`config.mk`:
```
export PLATFORM = sky130hd
export DESIGN_NAME = bidirectional_case_fold_pattern_search_unit_flat
export DESIGN_NICKNAME = d
export VERILOG_FILES = /design/src/rtl/core/bcfps_pkg.sv /design/src/rtl/core/bcfps_ifs.sv /design/src/rtl/core/bcfps_regs.sv /design/src/rtl/core/bcfps_cell.sv /design/src/rtl/core/bidirectional_case_fold_pattern_search_unit.sv /design/src/flat_wrapper.sv
export VERILOG_INCLUDE_DIRS = /design/src /design/src/rtl/core
export SDC_FILE = /design/constraint.sdc
export NUM_CORES = 2
export LEC_CHECK = 0
export BUFFER_PORTS_ARGS = -buffer_cell sky130_fd_sc_hd__buf_2
export CAP_MARGIN = 30
export CORE_MARGIN = 8
export CORE_UTILIZATION = 55
export CTS_BUF_LIST = sky130_fd_sc_hd__clkbuf_16
export DETAILED_ROUTE_END_ITERATION = 7
export PLACE_DENSITY = 0.72
export SYNTH_ARGS = -nofsm -noshare
export SYNTH_HDL_FRONTEND = slang
export SYNTH_HIERARCHICAL = 1
export SYNTH_SLANG_ARGS = --single-unit
```
`constraint.sdc`:
```
create_clock -name clk -period 20 [get_ports clk]
set_input_delay 5 -clock clk [delete_from_list [all_inputs] [get_ports clk]]
set_output_delay 5 -clock clk [all_outputs]
set_load 0.02 [all_outputs]
```
`src/rtl/core/bidirectional_case_fold_pattern_search_unit_macros.svh`:
```
// ----------------------------------------------------------------------------
// Pattern search assertion macros
// Shared concurrent assertion forms on clk with rst_n as disable.
// ----------------------------------------------------------------------------
`ifndef BIDIRECTIONAL_CASE_FOLD_PATTERN_SEARCH_UNIT_MACROS_SVH
`define BIDIRECTIONAL_CASE_FOLD_PATTERN_SEARCH_UNIT_MACROS_SVH

// Check in the same cycle.
`define BCFPS_ASSERT_SAME(lbl, ante, cons, msg) \
  lbl: assert property (@(posedge clk) disable iff (!rst_n) (ante) |-> (cons)) \
    else $error(msg);

// Check in the following cycle.
`define BCFPS_ASSERT_NEXT(lbl, ante, cons, msg) \
  lbl: assert property (@(posedge clk) disable iff (!rst_n) (ante) |=> (cons)) \
    else $error(msg);

`endif

```
`src/rtl/core/bcfps_pkg.sv`:
```
// ----------------------------------------------------------------------------
// Pattern search package
// Widths, register indexes, character constants, config type and fold helper.
// ----------------------------------------------------------------------------
package bcfps_pkg;

  localparam int unsigned MAX_PATTERN_DEF = 32;
  localparam int unsigned MAX_BUFFER_DEF  = 65536;

  localparam int unsigned BYTE_W        = 8;
  localparam int unsigned POS_OUT_W     = 17;
  localparam int unsigned LEN_W         = 6;
  localparam int unsigned CFG_DATA_W    = 64;
  localparam int unsigned CFG_IDX_W     = 3;
  localparam int unsigned PATTERN_WORDS = 4;
  localparam int unsigned PATTERN_BYTES = 32;
  localparam int unsigned PIDX_W        = $clog2(PATTERN_BYTES);

  localparam logic [CFG_IDX_W-1:0] REG_PATTERN_0  = 3'd0;
  localparam logic [CFG_IDX_W-1:0] REG_PATTERN_1  = 3'd1;
  localparam logic [CFG_IDX_W-1:0] REG_PATTERN_2  = 3'd2;
  localparam logic [CFG_IDX_W-1:0] REG_PATTERN_3  = 3'd3;
  localparam logic [CFG_IDX_W-1:0] REG_LENGTH     = 3'd4;
  localparam logic [CFG_IDX_W-1:0] REG_BACKWARD   = 3'd5;
  localparam logic [CFG_IDX_W-1:0] REG_CASE_FOLD  = 3'd6;

  localparam logic [BYTE_W-1:0] CHAR_UPPER_A = 8'h41;
  localparam logic [BYTE_W-1:0] CHAR_UPPER_Z = 8'h5A;
  localparam logic [BYTE_W-1:0] CASE_DELTA   = 8'h20;

  typedef struct packed {
    logic [PATTERN_WORDS-1:0][CFG_DATA_W-1:0] pattern;
    logic [LEN_W-1:0]                         length;
    logic                                     backward;
    logic                                     fold;
  } cfg_t;

  function automatic logic [BYTE_W-1:0] fold_byte(input logic [BYTE_W-1:0] c,
                                                  input logic en);
    logic [BYTE_W-1:0] r;
    r = c;
    if (en && (c >= CHAR_UPPER_A) && (c <= CHAR_UPPER_Z)) begin
      r = c + CASE_DELTA;
    end
    return r;
  endfunction

endpackage

```
`src/rtl/core/bcfps_ifs.sv`:
```
// ----------------------------------------------------------------------------
// Pattern search channels
// Valid/ready interfaces for text bytes in and search results out.
// ----------------------------------------------------------------------------
interface bcfps_in_if;
  logic        valid;
  logic        ready;
  logic [7:0]  text_byte;
  logic [16:0] search_offset;
  logic        last_byte;

  modport source (output valid, text_byte, search_offset, last_byte, input ready);
  modport sink   (input valid, text_byte, search_offset, last_byte, output ready);
endinterface

interface bcfps_out_if;
  logic        valid;
  logic        ready;
  logic        found;
  logic [16:0] match_position;

  modport source (output valid, found, match_position, input ready);
  modport sink   (input valid, found, match_position, output ready);
endinterface

```
`src/rtl/core/bcfps_regs.sv`:
```
// ----------------------------------------------------------------------------
// Pattern search configuration registers
// Pattern words, length, direction and case fold, written by index.
// ----------------------------------------------------------------------------
module bcfps_regs (
  input  logic                                clk,
  input  logic                                rst_n,
  input  logic                                cfg_wr_en,
  input  logic [bcfps_pkg::CFG_IDX_W-1:0]     cfg_index,
  input  logic [bcfps_pkg::CFG_DATA_W-1:0]    cfg_data,
  output bcfps_pkg::cfg_t                     cfg
);
  import bcfps_pkg::*;

  cfg_t cfg_r;

  always_ff @(posedge clk) begin
    if (!rst_n) begin
      cfg_r.pattern  <= '0;
      cfg_r.length   <= LEN_W'(1);
      cfg_r.backward <= 1'b0;
      cfg_r.fold     <= 1'b0;
    end else if (cfg_wr_en) begin
      unique case (cfg_index)
        REG_PATTERN_0: cfg_r.pattern[0] <= cfg_data;
        REG_PATTERN_1: cfg_r.pattern[1] <= cfg_data;
        REG_PATTERN_2: cfg_r.pattern[2] <= cfg_data;
        REG_PATTERN_3: cfg_r.pattern[3] <= cfg_data;
        REG_LENGTH:    cfg_r.length     <= cfg_data[LEN_W-1:0];
        REG_BACKWARD:  cfg_r.backward   <= cfg_data[0];
        REG_CASE_FOLD: cfg_r.fold       <= cfg_data[0];
        default: begin
        end
      endcase
    end
  end

  assign cfg = cfg_r;

endmodule

```
`src/rtl/core/bcfps_cell.sv`:
```
// ----------------------------------------------------------------------------
// Pattern search window cell
// Holds one window byte, passes it on when shifting, compares with its
// pattern byte.
// ----------------------------------------------------------------------------
module bcfps_cell (
  input  logic                           clk,
  input  logic                           shift_en,
  input  logic                           fold_en,
  input  logic [bcfps_pkg::BYTE_W-1:0]   byte_in,
  input  logic [bcfps_pkg::BYTE_W-1:0]   pat_byte,
  output logic [bcfps_pkg::BYTE_W-1:0]   byte_out,
  output logic                           eq
);
  import bcfps_pkg::*;

  logic [BYTE_W-1:0] byte_r;

  always_ff @(posedge clk) begin
    if (shift_en) begin
      byte_r <= byte_in;
    end
  end

  assign byte_out = byte_r;
  assign eq       = (byte_r == fold_byte(pat_byte, fold_en));

endmodule

```
`src/rtl/core/bidirectional_case_fold_pattern_search_unit.sv`:
```
// ----------------------------------------------------------------------------
// Bidirectional case-fold pattern search unit
// Takes one text byte per cycle, one transaction each, and gives one result
// transaction after the last_byte one, via the s1 and output registers. The
// rate is set by the row of window cells, which shifts and compares the whole
// window against the pattern at once; input stalls only while a
// finished result waits on the output. Forward mode reports one past the end
// of the first match starting at or after the offset, backward mode reports
// the start of the latest match ending before it. Up to MAX_PATTERN pattern
// bytes, MAX_BUFFER compared bytes per buffer; later bytes are not compared.
// ----------------------------------------------------------------------------
`include "bidirectional_case_fold_pattern_search_unit_macros.svh"

module bidirectional_case_fold_pattern_search_unit #(
  parameter int unsigned MAX_PATTERN = bcfps_pkg::MAX_PATTERN_DEF,
  parameter int unsigned MAX_BUFFER  = bcfps_pkg::MAX_BUFFER_DEF
) (
  input  logic                              clk,
  input  logic                              rst_n,
  bcfps_in_if.sink                          in_ch,
  bcfps_out_if.source                       out_ch,
  input  logic                              cfg_wr_en,
  input  logic [bcfps_pkg::CFG_IDX_W-1:0]   cfg_index,
  input  logic [bcfps_pkg::CFG_DATA_W-1:0]  cfg_data
);
  import bcfps_pkg::*;

  localparam int unsigned POS_W = $clog2(MAX_BUFFER + 1);
  localparam int unsigned CW    = (POS_W > POS_OUT_W) ? POS_W : POS_OUT_W;

  cfg_t                               cfg;
  logic [PATTERN_BYTES*BYTE_W-1:0]    pat_flat;
  logic [LEN_W-1:0]                   len_used;

  logic                               in_fire;
  logic                               cmp_en;
  logic                               shift_en;
  logic [BYTE_W-1:0]                  text_folded;

  logic [POS_W-1:0]                   pos_r;
  logic                               s1_valid_r;
  logic                               s1_cmp_r;
  logic                               s1_last_r;
  logic [POS_W-1:0]                   s1_pos_r;
  logic [POS_OUT_W-1:0]               s1_off_r;
  logic                               s1_fire;
  logic                               out_free;

  logic [BYTE_W-1:0]                  win [MAX_PATTERN];
  logic [MAX_PATTERN-1:0]             eq;
  logic [MAX_PATTERN-1:0]             used_mask;
  logic                               all_eq;

  logic [CW-1:0]                      end_pos;
  logic [CW-1:0]                      start_pos;
  logic [CW-1:0]                      len_cw;
  logic [CW-1:0]                      off_cw;
  logic                               hit;

  logic                               seen_r;
  logic                               seen_nxt;
  logic [POS_OUT_W-1:0]               kept_r;
  logic [POS_OUT_W-1:0]               kept_nxt;

  logic                               out_valid_r;
  logic                               out_found_r;
  logic [POS_OUT_W-1:0]               out_pos_r;

  bcfps_regs u_regs (
    .clk       (clk),
    .rst_n     (rst_n),
    .cfg_wr_en (cfg_wr_en),
    .cfg_index (cfg_index),
    .cfg_data  (cfg_data),
    .cfg       (cfg)
  );

  assign pat_flat = cfg.pattern;

  always_comb begin
    if (cfg.length == '0) begin
      len_used = LEN_W'(1);
    end else if (cfg.length > LEN_W'(MAX_PATTERN)) begin
      len_used = LEN_W'(MAX_PATTERN);
    end else begin
      len_used = cfg.length;
    end
  end

  assign in_fire     = in_ch.valid && in_ch.ready;
  assign cmp_en      = (pos_r < POS_W'(MAX_BUFFER));
  assign shift_en    = in_fire && cmp_en;
  assign text_folded = fold_byte(in_ch.text_byte, cfg.fold);

  assign out_free    = !out_valid_r || out_ch.ready;
  assign s1_fire     = s1_valid_r && (!s1_last_r || out_free);
  assign in_ch.ready = !s1_valid_r || s1_fire;

  for (genvar k = 0; k < MAX_PATTERN; k++) begin : g_cell
    logic [PIDX_W-1:0] pidx;
    logic [BYTE_W-1:0] chain_in;

    assign pidx         = PIDX_W'(len_used - LEN_W'(1) - LEN_W'(k));
    assign used_mask[k] = (LEN_W'(k) < len_used);

    if (k == 0) begin : g_head
      assign chain_in = text_folded;
    end else begin : g_body
      assign chain_in = win[k-1];
    end

    bcfps_cell u_cell (
      .clk      (clk),
      .shift_en (shift_en),
      .fold_en  (cfg.fold),
      .byte_in  (chain_in),
      .pat_byte (pat_flat[pidx*BYTE_W +: BYTE_W]),
      .byte_out (win[k]),
      .eq       (eq[k])
    );
  end

  assign all_eq    = &(eq | ~used_mask);
  assign end_pos   = CW'(s1_pos_r) + CW'(1);
  assign len_cw    = CW'(len_used);
  assign start_pos = end_pos - len_cw;
  assign off_cw    = CW'(s1_off_r);
  assign hit       = s1_cmp_r && (end_pos >= len_cw) && all_eq;

  always_comb begin
    seen_nxt = seen_r;
    kept_nxt = kept_r;
    if (hit) begin
      if (!cfg.backward) begin
        if (!seen_r && (start_pos >= off_cw)) begin
          seen_nxt = 1'b1;
          kept_nxt = end_pos[POS_OUT_W-1:0];
        end
      end else if (CW'(s1_pos_r) < off_cw) begin
        seen_nxt = 1'b1;
        kept_nxt = start_pos[POS_OUT_W-1:0];
      end
    end
  end

  always_ff @(posedge clk) begin
    if (!rst_n) begin
      pos_r       <= '0;
      s1_valid_r  <= 1'b0;
      seen_r      <= 1'b0;
      kept_r      <= '0;
      out_valid_r <= 1'b0;
    end else begin
      if (in_fire) begin
        if (in_ch.last_byte) begin
          pos_r <= '0;
        end else if (cmp_en) begin
          pos_r <= pos_r + POS_W'(1);
        end
      end

      if (in_fire) begin
        s1_valid_r <= 1'b1;
      end else if (s1_fire) begin
        s1_valid_r <= 1'b0;
      end

      if (s1_fire) begin
        if (s1_last_r) begin
          seen_r <= 1'b0;
          kept_r <= '0;
        end else begin
          seen_r <= seen_nxt;
          kept_r <= kept_nxt;
        end
      end

      if (s1_fire && s1_last_r) begin
        out_valid_r <= 1'b1;
      end else if (out_ch.ready) begin
        out_valid_r <= 1'b0;
      end
    end
  end

  always_ff @(posedge clk) begin
    if (in_fire) begin
      s1_cmp_r  <= cmp_en;
      s1_last_r <= in_ch.last_byte;
      s1_pos_r  <= pos_r;
      s1_off_r  <= in_ch.search_offset;
    end
    if (s1_fire && s1_last_r) begin
      out_found_r <= seen_nxt;
      out_pos_r   <= seen_nxt ? kept_nxt : '0;
    end
  end

  assign out_ch.valid          = out_valid_r;
  assign out_ch.found          = out_found_r;
  assign out_ch.match_position = out_pos_r;

  `BCFPS_ASSERT_NEXT(a_result_after_last, s1_fire && s1_last_r, out_valid_r, "no result after last byte")
  `BCFPS_ASSERT_NEXT(a_clear_after_result, s1_fire && s1_last_r, !seen_r && (kept_r == '0), "match state not cleared")
  `BCFPS_ASSERT_SAME(a_not_found_zero, out_valid_r && !out_found_r, out_pos_r == '0, "position set without match")
  `BCFPS_ASSERT_SAME(a_pos_bound, 1'b1, pos_r <= POS_W'(MAX_BUFFER), "byte position past buffer limit")

endmodule

```
`src/flat_wrapper.sv`:
```
// flat-port wrapper written by rule: the top's interface ports become plain ports
module bidirectional_case_fold_pattern_search_unit_flat import bcfps_pkg::*;
#(
  parameter int unsigned MAX_PATTERN = bcfps_pkg::MAX_PATTERN_DEF,
  parameter int unsigned MAX_BUFFER  = bcfps_pkg::MAX_BUFFER_DEF
)
  (clk, rst_n, cfg_wr_en, cfg_index, cfg_data, in_ch_valid, in_ch_text_byte, in_ch_search_offset, in_ch_last_byte, in_ch_ready, out_ch_valid, out_ch_found, out_ch_match_position, out_ch_ready);
  bcfps_in_if in_ch_i ();
  bcfps_out_if out_ch_i ();
  input  logic clk;
  input  logic rst_n;
  input  logic cfg_wr_en;
  input  logic [bcfps_pkg::CFG_IDX_W-1:0] cfg_index;
  input  logic [bcfps_pkg::CFG_DATA_W-1:0] cfg_data;
  input wire logic [$bits(in_ch_i.valid)-1:0] in_ch_valid;
  input wire logic [$bits(in_ch_i.text_byte)-1:0] in_ch_text_byte;
  input wire logic [$bits(in_ch_i.search_offset)-1:0] in_ch_search_offset;
  input wire logic [$bits(in_ch_i.last_byte)-1:0] in_ch_last_byte;
  output wire logic [$bits(in_ch_i.ready)-1:0] in_ch_ready;
  output wire logic [$bits(out_ch_i.valid)-1:0] out_ch_valid;
  output wire logic [$bits(out_ch_i.found)-1:0] out_ch_found;
  output wire logic [$bits(out_ch_i.match_position)-1:0] out_ch_match_position;
  input wire logic [$bits(out_ch_i.ready)-1:0] out_ch_ready;
  assign in_ch_i.valid = in_ch_valid;
  assign in_ch_i.text_byte = in_ch_text_byte;
  assign in_ch_i.search_offset = in_ch_search_offset;
  assign in_ch_i.last_byte = in_ch_last_byte;
  assign in_ch_ready = in_ch_i.ready;
  assign out_ch_valid = out_ch_i.valid;
  assign out_ch_found = out_ch_i.found;
  assign out_ch_match_position = out_ch_i.match_position;
  assign out_ch_i.ready = out_ch_ready;
  bidirectional_case_fold_pattern_search_unit #(.MAX_PATTERN(MAX_PATTERN), .MAX_BUFFER(MAX_BUFFER)) u_core (.clk(clk), .rst_n(rst_n), .in_ch(in_ch_i), .out_ch(out_ch_i), .cfg_wr_en(cfg_wr_en), .cfg_index(cfg_index), .cfg_data(cfg_data));
endmodule
```
==> summary.md <==
| Metric | Value |
|---|---|
| Worst slew margin relative to its limit | 0.262 |
| Via count of the first global-routing pass | 31768 |
| Cell at the slowest stage of the critical path | sky130_fd_sc_hd__buf_2 |
| Clock latency reported for the late side of the worst-skew pair | 0.63 ns |
| Arr. time, crit path | 5.59 ns |
| Count of final hold-check violations | 0 |
| Wirelength per Cell | 28.7 µm |
| Count of buffers from port buffering | 117 |
| Post-Synthesis Cell Area | approximately 43000 µm² |
| Origin of the critical flop-to-flop path | u_core/u_regs/cfg[5] |
| Logic gate share of total power | 0.160 |
| Clock network fraction of total power | 0.401 |
| CP Capture Type | output pin |
| Starting density of the core | 0.552 |
| DRC violation count after routing | 0 |
| Die Height | about 300 µm |
| Root Driver | sky130_fd_sc_hd__clkbuf_16 |
| Drt via density | 6.43 |
| Data required time of the worst path | 15.00 ns |
| Static leakage | 20.5 nW |
| Detailed-route wire length | roughly 150000 µm |
| Layout area overhead | 8.66% |
| Peak ir drop on the vdd network | 0.0000772 V |
| Nets@finish | 4248 |
| Highest net fanout along the worst path | 3 |
| Part of the cycle the worst path needs | 0.530 |
| Maximum number of pins on one net before global-route repair | 91 |
| CTS buffer count | 69 |
| Number of top-level pins | 118 |
| Power per cell area | 68.4 nW/µm² |
| Synthesized area per cell | between 10 and 15 µm² |
| Result of the run | finished, final reports clean |
| Final setup fails | 0 |
| Layout Skew | approximately 0.020 ns |
| Count of TritonRoute iterations in the first routing pass | 5 |
| Count of cell types in the netlist | 79 |
| Post-DRT Antenna Nets | 0 |
| Internal Power | 2.30 mW |
| Ys Warns | 6 |
| CTS tree | done |
| Number of enable flip-flop cells after synthesis | 310 |
| Share of async-settable or async-resettable flops after synthesis | 0 |
| Source of the critical timing path | out_ch_ready |
| Antenna violations before repair | 6 |
| Portion of synthesized cell area occupied by the leading cell type | 0.301 |
| Flip-flop and latch count after synthesis | 611 |
| Category of the most critical setup path | in2out |
| Post-CTS setup-driven buffer insertion count | 0 |
| Dominant cell by count in the synthesized netlist | sky130_fd_sc_hd__mux2i_1 |
| Number of placed cells counting well taps | 5040 |
| Share of synthesized area occupied by flip-flops and latches | 0.354 |
| Area of the core | roughly 78000 µm² |
| Placed Instance Area | 44700 µm² |
| Layout cell share with drive strength beyond 1 | 0.156 |
| Largest incremental delay on the critical path | 0.19 ns |
| Maximum root-to-sink buffer count | 3 |
| Post-route total power | 3.22 mW |
| Setup WS pre-CTS | 9.41 ns |
| Portion of total power attributed to sequential cells | 0.439 |
| Ordered cell list for the critical path | buf_2, nor2b_1, nand3_1, buf_2 |
| Standard-cell rows | between 100 and 150 |
| Top area cells in the synthesized netlist | sky130_fd_sc_hd__mux2i_1, sky130_fd_sc_hd__edfxtp_1, sky130_fd_sc_hd__dfxtp_1, sky130_fd_sc_hd__mux2_2, sky130_fd_sc_hd__xor2_1 |
| Start point of the worst hold path | u_core/pos_r[10] |
| Final weighted congestion in routability-driven placement | 1.08 |
| Total Neg Setup Slack | 0 ns |
| Cell seen most often among critical-path stages | sky130_fd_sc_hd__buf_2 |
| Leading area contributor after synthesis | sky130_fd_sc_hd__mux2i_1 |
| Primary FF master, synth | sky130_fd_sc_hd__edfxtp_1 |
| Total Die Area | 87900 µm² |
| Syn_nets | 4217 |
| Final global-route overflow total | 0 |
| Number of sinks driven by the clock tree | 611 |
| Setup repair after global routing missed its margin | false |
| Shortest period the worst path allows | 10.59 ns |
| Clock-pin slew on the worst setup and hold paths | approximately 0.060 ns |
| Fin util | 0.599 |
| First-pass GRT wire length | 212000 µm |
| CTS H-tree depth | 3 |
| Net switching share of the total power | 0.286 |
| Smallest setup slack after layout | 9.41 ns |
| WHS | around 0.45 ns |
| Post-CTS Hold Fix Bufs | 0 |
| GRT Overall Usage | 0.327 |
| NetSw | 921 µW |
| Final Max Tran Viols | 0 |
| Number of instances in the synthesized netlist | between 4000 and 5000 |
| HP Class | reg2reg |
| Post-route cell area | 47000 µm² |
| Top achievable clock speed | 94.4 MHz |
| DP HPWL | about 120000 µm |
| Number of standard cells in the layout, taps in and fillers out | just over 5000 |
| Most numerous cell types in the synthesized netlist | sky130_fd_sc_hd__mux2i_1, sky130_fd_sc_hd__nand2_1, sky130_fd_sc_hd__edfxtp_1 |
| Number of vias after detailed routing | 33249 |
| Worst-margin pin slew | 1.10 ns |
| Initial drt markers | 3587 |
| Reported max-cap violation count | 0 |
| Resize count post-CTS | 0 |
| Die W | between 200 and 300 µm |
| Startpoint types | primary input |
power groups by stage:
stage	clock network [mW]	registers (mW)	logic, mW
final	1.29	1.41	0.514
after global routing	1.35	1.42	0.535
after CTS	1.31	1.41	0.498
after detailed placement	0	1.44	0.495
after global placement	0	1.44	0.487
after floorplan	0	1.43	0.352
area by class of cell:
type | instances | area, µm²
antenna | 2 | 5.00
clock buffer | 69 | 1730
clock inverter | 55 | 563
fill | 6620 | 31400
inverter | 41 | 166
multi-input combinational | 3162 | 26800
sequential | 611 | 15300
tap | 1050 | 1310
timing repair buffer | 177 | 1110
flip-flops by register name (all words and copies together), names as in the netlist, 17 cells and up:
register,cells
u_core/pos_r,17
u_core/s1_pos_r,17
u_core/g_cell.u_cell/byte_out,256
u_core/u_regs/cfg,264
u_core/out_ch.match_position,17
u_core/off_cw,17
u_core/kept_r,17
cells in the final DEF (no fill, tap or decap), drive strengths merged, types with 6 or more instances in the layout:
cell,n
a211o,34
a211oi,38
a21boi,8
a21o,10
a21oi,93
a22oi,10
and3,10
buf,177
bufinv,7
clkbuf,69
clkinv,28
dfxtp,301
edfxtp,310
ha,87
inv,58
mux2,256
mux2i,1301
nand2,412
nand2b,7
nand3,60
nand4,48
nor2,58
nor2b,21
nor3,57
nor4,8
nor4b,34
o21a,6
o21ai,73
o22ai,51
or3,7
or4,36
or4b,33
xnor2,167
xor2,183
critical path: cells and delay by family:
kind	cells	cell delay, ns
buffers and inverters	2	0.29
AND/OR/NAND/NOR	2	0.31
logic make-up after synthesis:
kind of cell | Yosys count | synth area share
XOR/XNOR | 350 | 0.0712
flip-flops | 611 | 0.354
buffers and inverters | 258 | 0.0303
adder cells (fa/ha/maj) | 88 | 0.0256
multiplexers | 1557 | 0.367
AND/OR/NAND/NOR | 817 | 0.0959
AO/OA/AOI/OAI | 350 | 0.0553
path summary, 6_finish.rpt:
path	to	slack, ns	depth (start not counted)
worst min register to register	u_core/s1_pos_r[10]	0.45	0
worst max-delay path	in_ch_ready	9.41	4
worst max register to register	u_core/kept_r[16]	9.68	26
worst min-delay path	u_core/s1_pos_r[10]	0.45	0
metal layers:
| metal | track usage | vias up | share of wire |
|---|---|---|---|
| met5 | 0 | - | 0.00027 |
| met2 | 0.526 | 1389 | 0.45 |
| li1 | - | 15077 | - |
| met1 | 0.417 | 16412 | 0.40 |
| met3 | 0.0576 | 365 | 0.080 |
| met4 | 0.183 | 6 | 0.066 |
(Power assumes the default switching activity.)
